**src/hw/rtl/cpa_pkg.sv**
```systemverilog
// shared types and constants for the contiguous page allocator
`timescale 1ns / 1ps

package cpa_pkg;

   // payload field widths
   localparam int KIND_BITS        = 1;
   localparam int POLICY_BITS      = 2;
   localparam int OWNER_FIELD_BITS = 16;
   localparam int PAGES_BITS       = 9;
   localparam int STATUS_BITS      = 2;
   localparam int START_BITS       = 8;

   // packed stream widths, padded to whole bytes
   localparam int REQ_FIELD_BITS = POLICY_BITS + OWNER_FIELD_BITS + PAGES_BITS;
   localparam int REQ_DATA_BITS  = ((REQ_FIELD_BITS + 7) / 8) * 8;
   localparam int RSP_FIELD_BITS = STATUS_BITS + START_BITS;
   localparam int RSP_DATA_BITS  = ((RSP_FIELD_BITS + 7) / 8) * 8;

   // parameter defaults
   localparam int DEF_PAGE_COUNT = 256;
   localparam int DEF_OWNER_BITS = 16;

   // item kinds
   localparam logic [KIND_BITS-1:0] KIND_ALLOC   = 1'b0;
   localparam logic [KIND_BITS-1:0] KIND_RELEASE = 1'b1;

   // placement policies
   localparam logic [POLICY_BITS-1:0] POLICY_FIRST = 2'd0;
   localparam logic [POLICY_BITS-1:0] POLICY_BEST  = 2'd1;
   localparam logic [POLICY_BITS-1:0] POLICY_WORST = 2'd2;
   localparam logic [POLICY_BITS-1:0] POLICY_BAD   = 2'd3;

   // result status codes
   localparam logic [STATUS_BITS-1:0] STATUS_ALLOCATED = 2'd0;
   localparam logic [STATUS_BITS-1:0] STATUS_NO_FIT    = 2'd1;
   localparam logic [STATUS_BITS-1:0] STATUS_RELEASED  = 2'd2;

   // sequencer states
   typedef enum logic [2:0] {
      ST_CLEAR,
      ST_IDLE,
      ST_SCAN_ALLOC,
      ST_DECIDE,
      ST_FILL,
      ST_SCAN_REL,
      ST_DONE
   } seq_state_type;

endpackage

```
**src/hw/rtl/contiguous_page_allocator.sv**
```systemverilog
// contiguous page allocator: first, best and worst fit over a page map memory
`timescale 1ns / 1ps

// channel  dir  handshake             payload
// req      in   req_tvalid/tready     tuser: kind; tdata: policy, owner, pages
// rsp      out  rsp_tvalid/tready     tdata: status, start_page
//
// an allocation scans the whole page map, one page map read per cycle, then decides in
// the decide state, writes one page per cycle in the fill state and loads the result in
// the done state; a request that finds no run skips the writes
// a release scans the whole map: read, compare and write back per page
// a zero count or unknown policy goes from idle straight to the done state, without a scan
// after reset a clearing pass frees every page; no item is taken until it is over
// a waiting result holds the sequencer in its last step until rsp_tready

module contiguous_page_allocator #(
   parameter int PAGE_COUNT = cpa_pkg::DEF_PAGE_COUNT,
   parameter int OWNER_BITS = cpa_pkg::DEF_OWNER_BITS
) (
   input  logic                              clock,
   input  logic                              reset,
   input  logic                              req_tvalid,
   output logic                              req_tready,
   // kind
   input  logic [cpa_pkg::KIND_BITS-1:0]     req_tuser,
   // policy[1:0], owner[17:2], pages[26:18], zero[31:27]
   input  logic [cpa_pkg::REQ_DATA_BITS-1:0] req_tdata,
   output logic                              rsp_tvalid,
   input  logic                              rsp_tready,
   // status[1:0], start_page[9:2], zero[15:10]
   output logic [cpa_pkg::RSP_DATA_BITS-1:0] rsp_tdata
);
   import cpa_pkg::*;

   localparam int ADDR_BITS = $clog2(PAGE_COUNT);
   localparam int CNT_BITS  = $clog2(PAGE_COUNT + 1);
   localparam int LEN_BITS  = (CNT_BITS > PAGES_BITS) ? CNT_BITS : PAGES_BITS;
   localparam logic [CNT_BITS-1:0] LAST_PAGE = CNT_BITS'(PAGE_COUNT - 1);
   localparam logic [CNT_BITS-1:0] END_PAGE  = CNT_BITS'(PAGE_COUNT);

   // request fields
   logic [POLICY_BITS-1:0]      req_policy;
   logic [OWNER_FIELD_BITS-1:0] req_owner;
   logic [PAGES_BITS-1:0]       req_pages;
   logic [OWNER_BITS+OWNER_FIELD_BITS-1:0] owner_ext;
   logic [OWNER_BITS-1:0]       req_key;

   assign req_policy = req_tdata[POLICY_BITS-1:0];
   assign req_owner  = req_tdata[POLICY_BITS +: OWNER_FIELD_BITS];
   assign req_pages  = req_tdata[POLICY_BITS+OWNER_FIELD_BITS +: PAGES_BITS];
   // only the low OWNER_BITS of the owner id are kept
   assign owner_ext  = {{OWNER_BITS{1'b0}}, req_owner};
   assign req_key    = owner_ext[OWNER_BITS-1:0];

   // page map: taken bit above the owner id
   logic [OWNER_BITS:0] page_mem [PAGE_COUNT];
   logic                mem_we;
   logic [ADDR_BITS-1:0] mem_waddr;
   logic [OWNER_BITS:0]  mem_wdata;
   logic [ADDR_BITS-1:0] mem_raddr;
   logic [OWNER_BITS:0]  rd_data_ff;

   always_ff @(posedge clock) begin
      if (mem_we) begin
         page_mem[mem_waddr] <= mem_wdata;
      end
      rd_data_ff <= page_mem[mem_raddr];
   end

   // sequencer and datapath registers
   seq_state_type state_ff, state_in;
   logic [CNT_BITS-1:0]    scan_addr_ff, scan_addr_in;
   logic                   rd_valid_ff, rd_valid_in;
   logic [ADDR_BITS-1:0]   proc_idx_ff, proc_idx_in;
   logic [POLICY_BITS-1:0] policy_ff, policy_in;
   logic [OWNER_BITS-1:0]  key_ff, key_in;
   logic [LEN_BITS-1:0]    need_ff, need_in;
   logic [ADDR_BITS-1:0]   run_start_ff, run_start_in;
   logic [LEN_BITS-1:0]    run_len_ff, run_len_in;
   logic                   found_ff, found_in;
   logic [ADDR_BITS-1:0]   pick_start_ff, pick_start_in;
   logic [LEN_BITS-1:0]    pick_len_ff, pick_len_in;
   logic [ADDR_BITS-1:0]   fill_addr_ff, fill_addr_in;
   logic [LEN_BITS-1:0]    fill_left_ff, fill_left_in;
   logic [STATUS_BITS-1:0] status_ff, status_in;
   logic [START_BITS-1:0]  start_ff, start_in;
   logic                   rsp_valid_ff, rsp_valid_in;
   logic [RSP_DATA_BITS-1:0] rsp_data_ff, rsp_data_in;

   logic req_fire;
   logic scan_done;
   logic rsp_free;
   logic alloc_ok;
   logic [ADDR_BITS+START_BITS-1:0] pick_ext;

   assign req_tready = (state_ff == ST_IDLE);
   assign req_fire   = req_tvalid && req_tready;
   assign scan_done  = (scan_addr_ff == END_PAGE) && !rd_valid_ff;
   assign rsp_free   = !rsp_valid_ff || rsp_tready;
   assign alloc_ok   = found_ff && (pick_len_ff >= need_ff);
   assign pick_ext   = {{START_BITS{1'b0}}, pick_start_ff};
   assign rsp_tvalid = rsp_valid_ff;
   assign rsp_tdata  = rsp_data_ff;

   // run compare unit: a free page grows the run, a taken page or the
   // end of the map closes it and weighs it against the current pick
   logic sample_taken;
   logic close_run;
   logic fits;
   logic take_run;

   always_comb begin
      sample_taken = rd_valid_ff ? rd_data_ff[OWNER_BITS] : 1'b1;
      close_run    = sample_taken && (run_len_ff != '0);
      fits         = (run_len_ff >= need_ff);
      case (policy_ff)
         POLICY_FIRST: take_run = !found_ff && fits;
         POLICY_BEST:  take_run = fits && (!found_ff || (run_len_ff < pick_len_ff));
         POLICY_WORST: take_run = !found_ff || (run_len_ff > pick_len_ff);
         default:      take_run = 1'b0;
      endcase
   end

   // next state
   always_comb begin
      state_in = state_ff;
      unique case (state_ff)
         ST_CLEAR: begin
            if (scan_addr_ff == LAST_PAGE) begin
               state_in = ST_IDLE;
            end
         end
         ST_IDLE: begin
            if (req_fire) begin
               if (req_tuser == KIND_RELEASE) begin
                  state_in = ST_SCAN_REL;
               end else if ((req_pages == '0) || (req_policy == POLICY_BAD)) begin
                  state_in = ST_DONE;
               end else begin
                  state_in = ST_SCAN_ALLOC;
               end
            end
         end
         ST_SCAN_ALLOC: begin
            if (scan_done) begin
               state_in = ST_DECIDE;
            end
         end
         ST_DECIDE: begin
            state_in = alloc_ok ? ST_FILL : ST_DONE;
         end
         ST_FILL: begin
            if (fill_left_ff == LEN_BITS'(1)) begin
               state_in = ST_DONE;
            end
         end
         ST_SCAN_REL: begin
            if (scan_done) begin
               state_in = ST_DONE;
            end
         end
         ST_DONE: begin
            if (rsp_free) begin
               state_in = ST_IDLE;
            end
         end
         default: state_in = ST_IDLE;
      endcase
   end

   // datapath and memory port control
   always_comb begin
      scan_addr_in  = scan_addr_ff;
      rd_valid_in   = 1'b0;
      proc_idx_in   = proc_idx_ff;
      policy_in     = policy_ff;
      key_in        = key_ff;
      need_in       = need_ff;
      run_start_in  = run_start_ff;
      run_len_in    = run_len_ff;
      found_in      = found_ff;
      pick_start_in = pick_start_ff;
      pick_len_in   = pick_len_ff;
      fill_addr_in  = fill_addr_ff;
      fill_left_in  = fill_left_ff;
      status_in     = status_ff;
      start_in      = start_ff;
      rsp_valid_in  = rsp_valid_ff && !rsp_tready;
      rsp_data_in   = rsp_data_ff;
      mem_we        = 1'b0;
      mem_waddr     = scan_addr_ff[ADDR_BITS-1:0];
      mem_wdata     = '0;
      mem_raddr     = scan_addr_ff[ADDR_BITS-1:0];

      unique case (state_ff)
         ST_CLEAR: begin
            // free every page, one entry a cycle
            mem_we       = 1'b1;
            scan_addr_in = (scan_addr_ff == LAST_PAGE) ? '0 : scan_addr_ff + 1'b1;
         end
         ST_IDLE: begin
            if (req_fire) begin
               policy_in    = req_policy;
               key_in       = req_key;
               need_in      = LEN_BITS'(req_pages);
               scan_addr_in = '0;
               run_len_in   = '0;
               found_in     = 1'b0;
               pick_len_in  = '0;
               start_in     = '0;
               status_in    = (req_tuser == KIND_RELEASE) ? STATUS_RELEASED : STATUS_NO_FIT;
            end
         end
         ST_SCAN_ALLOC: begin
            if (scan_addr_ff != END_PAGE) begin
               rd_valid_in  = 1'b1;
               proc_idx_in  = scan_addr_ff[ADDR_BITS-1:0];
               scan_addr_in = scan_addr_ff + 1'b1;
            end
            if (rd_valid_ff || scan_done) begin
               if (!sample_taken) begin
                  if (run_len_ff == '0) begin
                     run_start_in = proc_idx_ff;
                  end
                  run_len_in = run_len_ff + 1'b1;
               end else begin
                  run_len_in = '0;
                  if (close_run && take_run) begin
                     found_in      = 1'b1;
                     pick_start_in = run_start_ff;
                     pick_len_in   = run_len_ff;
                  end
               end
            end
         end
         ST_DECIDE: begin
            fill_addr_in = pick_start_ff;
            fill_left_in = need_ff;
            if (alloc_ok) begin
               status_in = STATUS_ALLOCATED;
               start_in  = pick_ext[START_BITS-1:0];
            end
         end
         ST_FILL: begin
            mem_we       = 1'b1;
            mem_waddr    = fill_addr_ff;
            mem_wdata    = {1'b1, key_ff};
            fill_addr_in = fill_addr_ff + 1'b1;
            fill_left_in = fill_left_ff - 1'b1;
         end
         ST_SCAN_REL: begin
            if (scan_addr_ff != END_PAGE) begin
               rd_valid_in  = 1'b1;
               proc_idx_in  = scan_addr_ff[ADDR_BITS-1:0];
               scan_addr_in = scan_addr_ff + 1'b1;
            end
            // write back a freed page in the cycle after its read
            if (rd_valid_ff && rd_data_ff[OWNER_BITS]
                  && (rd_data_ff[OWNER_BITS-1:0] == key_ff)) begin
               mem_we    = 1'b1;
               mem_waddr = proc_idx_ff;
               mem_wdata = {1'b0, key_ff};
            end
         end
         ST_DONE: begin
            if (rsp_free) begin
               rsp_valid_in = 1'b1;
               rsp_data_in  = RSP_DATA_BITS'({start_ff, status_ff});
            end
         end
         default: begin
         end
      endcase
   end

   always_ff @(posedge clock) begin
      if (reset) begin
         state_ff     <= ST_CLEAR;
         scan_addr_ff <= '0;
         rd_valid_ff  <= 1'b0;
         rsp_valid_ff <= 1'b0;
      end else begin
         state_ff     <= state_in;
         scan_addr_ff <= scan_addr_in;
         rd_valid_ff  <= rd_valid_in;
         rsp_valid_ff <= rsp_valid_in;
      end
   end

   always_ff @(posedge clock) begin
      proc_idx_ff   <= proc_idx_in;
      policy_ff     <= policy_in;
      key_ff        <= key_in;
      need_ff       <= need_in;
      run_start_ff  <= run_start_in;
      run_len_ff    <= run_len_in;
      found_ff      <= found_in;
      pick_start_ff <= pick_start_in;
      pick_len_ff   <= pick_len_in;
      fill_addr_ff  <= fill_addr_in;
      fill_left_ff  <= fill_left_in;
      status_ff     <= status_in;
      start_ff      <= start_in;
      rsp_data_ff   <= rsp_data_in;
   end

`ifndef SYNTH
   // the scan counter never runs past the end of the map
   assert property (@(posedge clock) disable iff (reset) scan_addr_ff <= END_PAGE)
      else $error("scan counter out of range");

   // read data is only in flight during a scan
   assert property (@(posedge clock) disable iff (reset)
      rd_valid_ff |-> ((state_ff == ST_SCAN_ALLOC) || (state_ff == ST_SCAN_REL)))
      else $error("page read outside a scan");

   // the fill never writes more pages than were asked for
   assert property (@(posedge clock) disable iff (reset)
      (state_ff == ST_FILL) |-> (fill_left_ff != '0))
      else $error("fill ran past its count");

   // a picked run is never empty
   assert property (@(posedge clock) disable iff (reset)
      ((state_ff == ST_DECIDE) && found_ff) |-> (pick_len_ff != '0))
      else $error("empty run picked");

   // an accepted item always starts work
   assert property (@(posedge clock) disable iff (reset)
      req_fire |=> (state_ff != ST_IDLE))
      else $error("item accepted without work");
`endif

endmodule

```
**config.mk**
```make
export PLATFORM = sky130hd
export DESIGN_NAME = contiguous_page_allocator
export DESIGN_NICKNAME = d
export VERILOG_FILES = /design/src/hw/rtl/cpa_pkg.sv /design/src/hw/rtl/contiguous_page_allocator.sv
export SDC_FILE = /design/constraint.sdc
export NUM_CORES = 2
export LEC_CHECK = 0
export BUFFER_PORTS_ARGS = -buffer_cell sky130_fd_sc_hd__buf_2
export CELL_PAD_IN_SITES_DETAIL_PLACEMENT = 0
export CELL_PAD_IN_SITES_GLOBAL_PLACEMENT = 1
export CORE_MARGIN = 4
export CORE_UTILIZATION = 50
export DETAILED_ROUTE_END_ITERATION = 12
export GPL_ROUTABILITY_DRIVEN = 0
export PLACE_DENSITY_LB_ADDON = 0.3
export SKIP_LAST_GASP = 1
export SLEW_MARGIN = 20
export SYNTH_ARGS = -nofsm -noshare
export SYNTH_HDL_FRONTEND = slang
export SYNTH_MEMORY_MAX_BITS = 65536
export SYNTH_SLANG_ARGS = --single-unit
export TNS_END_PERCENT = 50
```
**constraint.sdc**
```tcl
create_clock -name clock -period 17.42 [get_ports clock]
set_input_delay 0.871 -clock clock [delete_from_list [all_inputs] [get_ports clock]]
set_output_delay 0.871 -clock clock [all_outputs]
set_load 0.02 [all_outputs]
```
==> metrics <==
Clock Latency Late Sink 1000 ps; Max rail drop VDD 0.139 mV; GRT Overall Usage 0.251; most frequent cells in the layout edfxtp_1 (4459), mux4_2 (1266), clkbuf_16 (445); grt total ovfl 0; Chip Width 597 microns; layout cells sized above 1 0.313; Crit Path Class flop to flop; crit end category flop; Avg Inst Size Synth 23.1 sq um; DR WL/cell 34.9 microns; fillers 24.6k; die area 356000 sq um; Post-Place Setup Slack 10720 ps; number of synthesis warnings 0; Max Root-Sink Buffers 4; Initial Util 0.504; Final Instance Area 195000 sq um; status finished, final reports clean; Setup violations, final 0; worst slack on hold paths 68.2 ps; Post-synth EDFFs 4459; Critical Path AT 7440 ps; Total Neg Setup Slack 0 ps; most common cell after layout, fill and taps aside edfxtp_1; WP buf/inv 4; initial DRC count 11.3k; first-pass GRT wire length 634 mm; cells after synthesis 7507; Critical Path RT 18250 ps; cts bufs inserted 443; Die Ht 597 microns; flop2flop setup slack 10800 ps; CTS tree yes; Port Buf Inserts 43; Final Skew 82.2 ps; vias in the first global route 82.5k; Yosys reg bits 4490; Post-Syn Area 173000 sq um; min Tclk post-route 6620 ps; Hold Crit Class input port to flop; std cell rows 215; slowest CP cell dfxtp_4; Max Fclk 0.151 GHz; Final HPWL DP 264 mm; asr flop ratio synth 0; final hold violations 0; slew margin rel. 0.203; Sequential cell area 135000 sq um; pins over their slew limit 0; antenna violations before repair 11; Worst-Margin Slew 1190 ps; fraction of the yosys area taken by sequential cells 0.776; total vias in the final route 82.8k; CP max FO 85; Antenna Nets Post-Route 0; worst setup margin 10800 ps; post-CTS sizing 0; cell mode on critical path buf_4; Root Driver clkbuf_16; DRC Markers 0; P_leak 53.7 nW; DRT Pass-1 Iters 6; vias per cell 6.43; area growth from synthesis to layout 12.6%; dominant synthesized flop cell edfxtp_1; DP Cell Count 12.1k; pwr dens 124 nW/um^2; CP max stage delay 900 ps; Unique masters post-synth 79; max-cap viol count 0; Clock transition at path regs 60 ps; non-filler instance count after layout 12.9k; clk sinks 4490; largest net degree at the start of global routing 117; cells along the critical path buf_4 -> buf_12 -> buf_4 -> buf_4 -> mux4_2 -> mux4_2 -> and2_1 -> a211oi_1 -> a21oi_1 -> nor2_1 -> nor4_1; Startpoint Class flop; # Post-CTS Setup Buffers 0; core area 344000 sq um; CTS H-tree lvls 5; Multi-input gate area 37500 sq um; Post-CTS Hold Buffers 0; io pins 55; Final nets 8034; CP delay by family, top buffers and inverters; Tcrit/Tclk final 0.380; DRT Wirelength 450 mm; Placement Cell Area 181000 sq um; RSZ-0062 raised after global routing false
[cells in the mapped netlist, types with 24 or more instances]
cell type	count	area share
a21oi_1	51	0.0015
a22oi_1	52	0.0023
and2_1	49	0.0018
buf_1	43	0.00093
buf_2	110	0.0032
buf_4	79	0.0034
clkbuf_1	159	0.0034
dfxtp_1	31	0.0036
edfxtp_1	4459	0.77
ha_1	36	0.0026
inv_1	39	0.00084
mux2i_1	168	0.0097
mux4_2	1266	0.16
nand2_1	147	0.0032
nand3_1	53	0.0015
nor2_1	325	0.0070
nor3_1	41	0.0012
o21ai_0	57	0.0016
o22ai_1	66	0.0024
xnor2_1	24	0.0012
[through the flow]
step | utilization | power, W
final | 0.568 | 0.0242
after global routing | 0.568 | 0.0249
after CTS | 0.567 | 0.0243
after detailed placement | 0.526 | 0.0151
after global placement | 0.526 | 0.0151
after floorplan | - | 0.0142
[routing by layer]
layer,vias to the layer above,wire (microns),global-route usage
li1,32900,-,-
met1,44800,175000,0.357
met2,4241,211000,0.384
met3,796,42800,0.0560
met4,4,20800,0.0994
met5,-,28,0
[power by group]
| part | leakage, nW | total, W | internal (W) | switching [W] |
|---|---|---|---|---|
| clock | 6.86 | 0.00931 | 0.00529 | 0.00402 |
| combinational | 11.8 | 0.00293 | 0.00120 | 0.00173 |
| sequential | 35.0 | 0.0119 | 0.0118 | 0.0000915 |
| total | 53.7 | 0.0242 | 0.0183 | 0.00584 |
[worst reg2reg max path: stages, from the launching register on]
cell	delay [ps]
dfxtp_4	900
buf_4	670
buf_12	630
buf_4	900
buf_4	850
mux4_2	600
mux4_2	540
and2_1	220
a211oi_1	490
a21oi_1	340
nor2_1	230
nor4_1	80
[worst paths after layout]
path / start / endpoint / cells after the start
worst max register to register: scan_addr_ff[0]$_SDFFE_PP0P_ / rd_data_ff[6]$_DFF_P_ / 11
worst max-delay path: scan_addr_ff[0]$_SDFFE_PP0P_ / rd_data_ff[6]$_DFF_P_ / 11
worst min-delay path: req_tdata[13] / key_ff[11]$_DFFE_PP_ / 1
worst min register to register: start_ff[4]$_SDFFCE_PP0P_ / rsp_tdata[6]$_DFFE_PP_ / 0
[cell families (layout without fill, tap and decap cells)]
kind of cell / Yosys count / count (layout) / share of synthesized area
other: 1 / 11 / 0.0000216
muxes: 1442 / 1442 / 0.175
DFF: 4490 / 4490 / 0.776
AOI/OAI and AO/OA: 346 / 346 / 0.0135
and+or+nand+nor: 700 / 700 / 0.0184
adders and majority gates: 36 / 36 / 0.00260
buffers and inverters: 451 / 1257 / 0.0130
xor gates and xnor gates: 41 / 41 / 0.00207
[flip-flops by register name, summed over array words and instances, names as in the netlist]
name,cells
fill_addr_ff,8
fill_left_ff,9
found_ff,1
key_ff,16
need_ff,9
page_mem,4352
pick_len_ff,9
pick_start_ff,8
policy_ff,2
proc_idx_ff,8
rd_data_ff,17
rd_valid_ff,1
rsp_tdata,10
rsp_tvalid,1
run_len_ff,9
run_start_ff,8
scan_addr_ff,9
start_ff,8
state_ff,3
status_ff,2
[layout make-up]
type / count / share of cell area
Sequential cell: 4490 / 0.689
Multi-Input combinational cell: 2571 / 0.192
Clock buffer: 534 / 0.0589
Tap cell: 4557 / 0.0292
Timing Repair Buffer: 412 / 0.0168
Clock inverter: 268 / 0.0133
Inverter: 43 / 0.000942
Antenna cell: 5 / 0.0000641
Note: power is estimated with default switching activity, not from simulation.
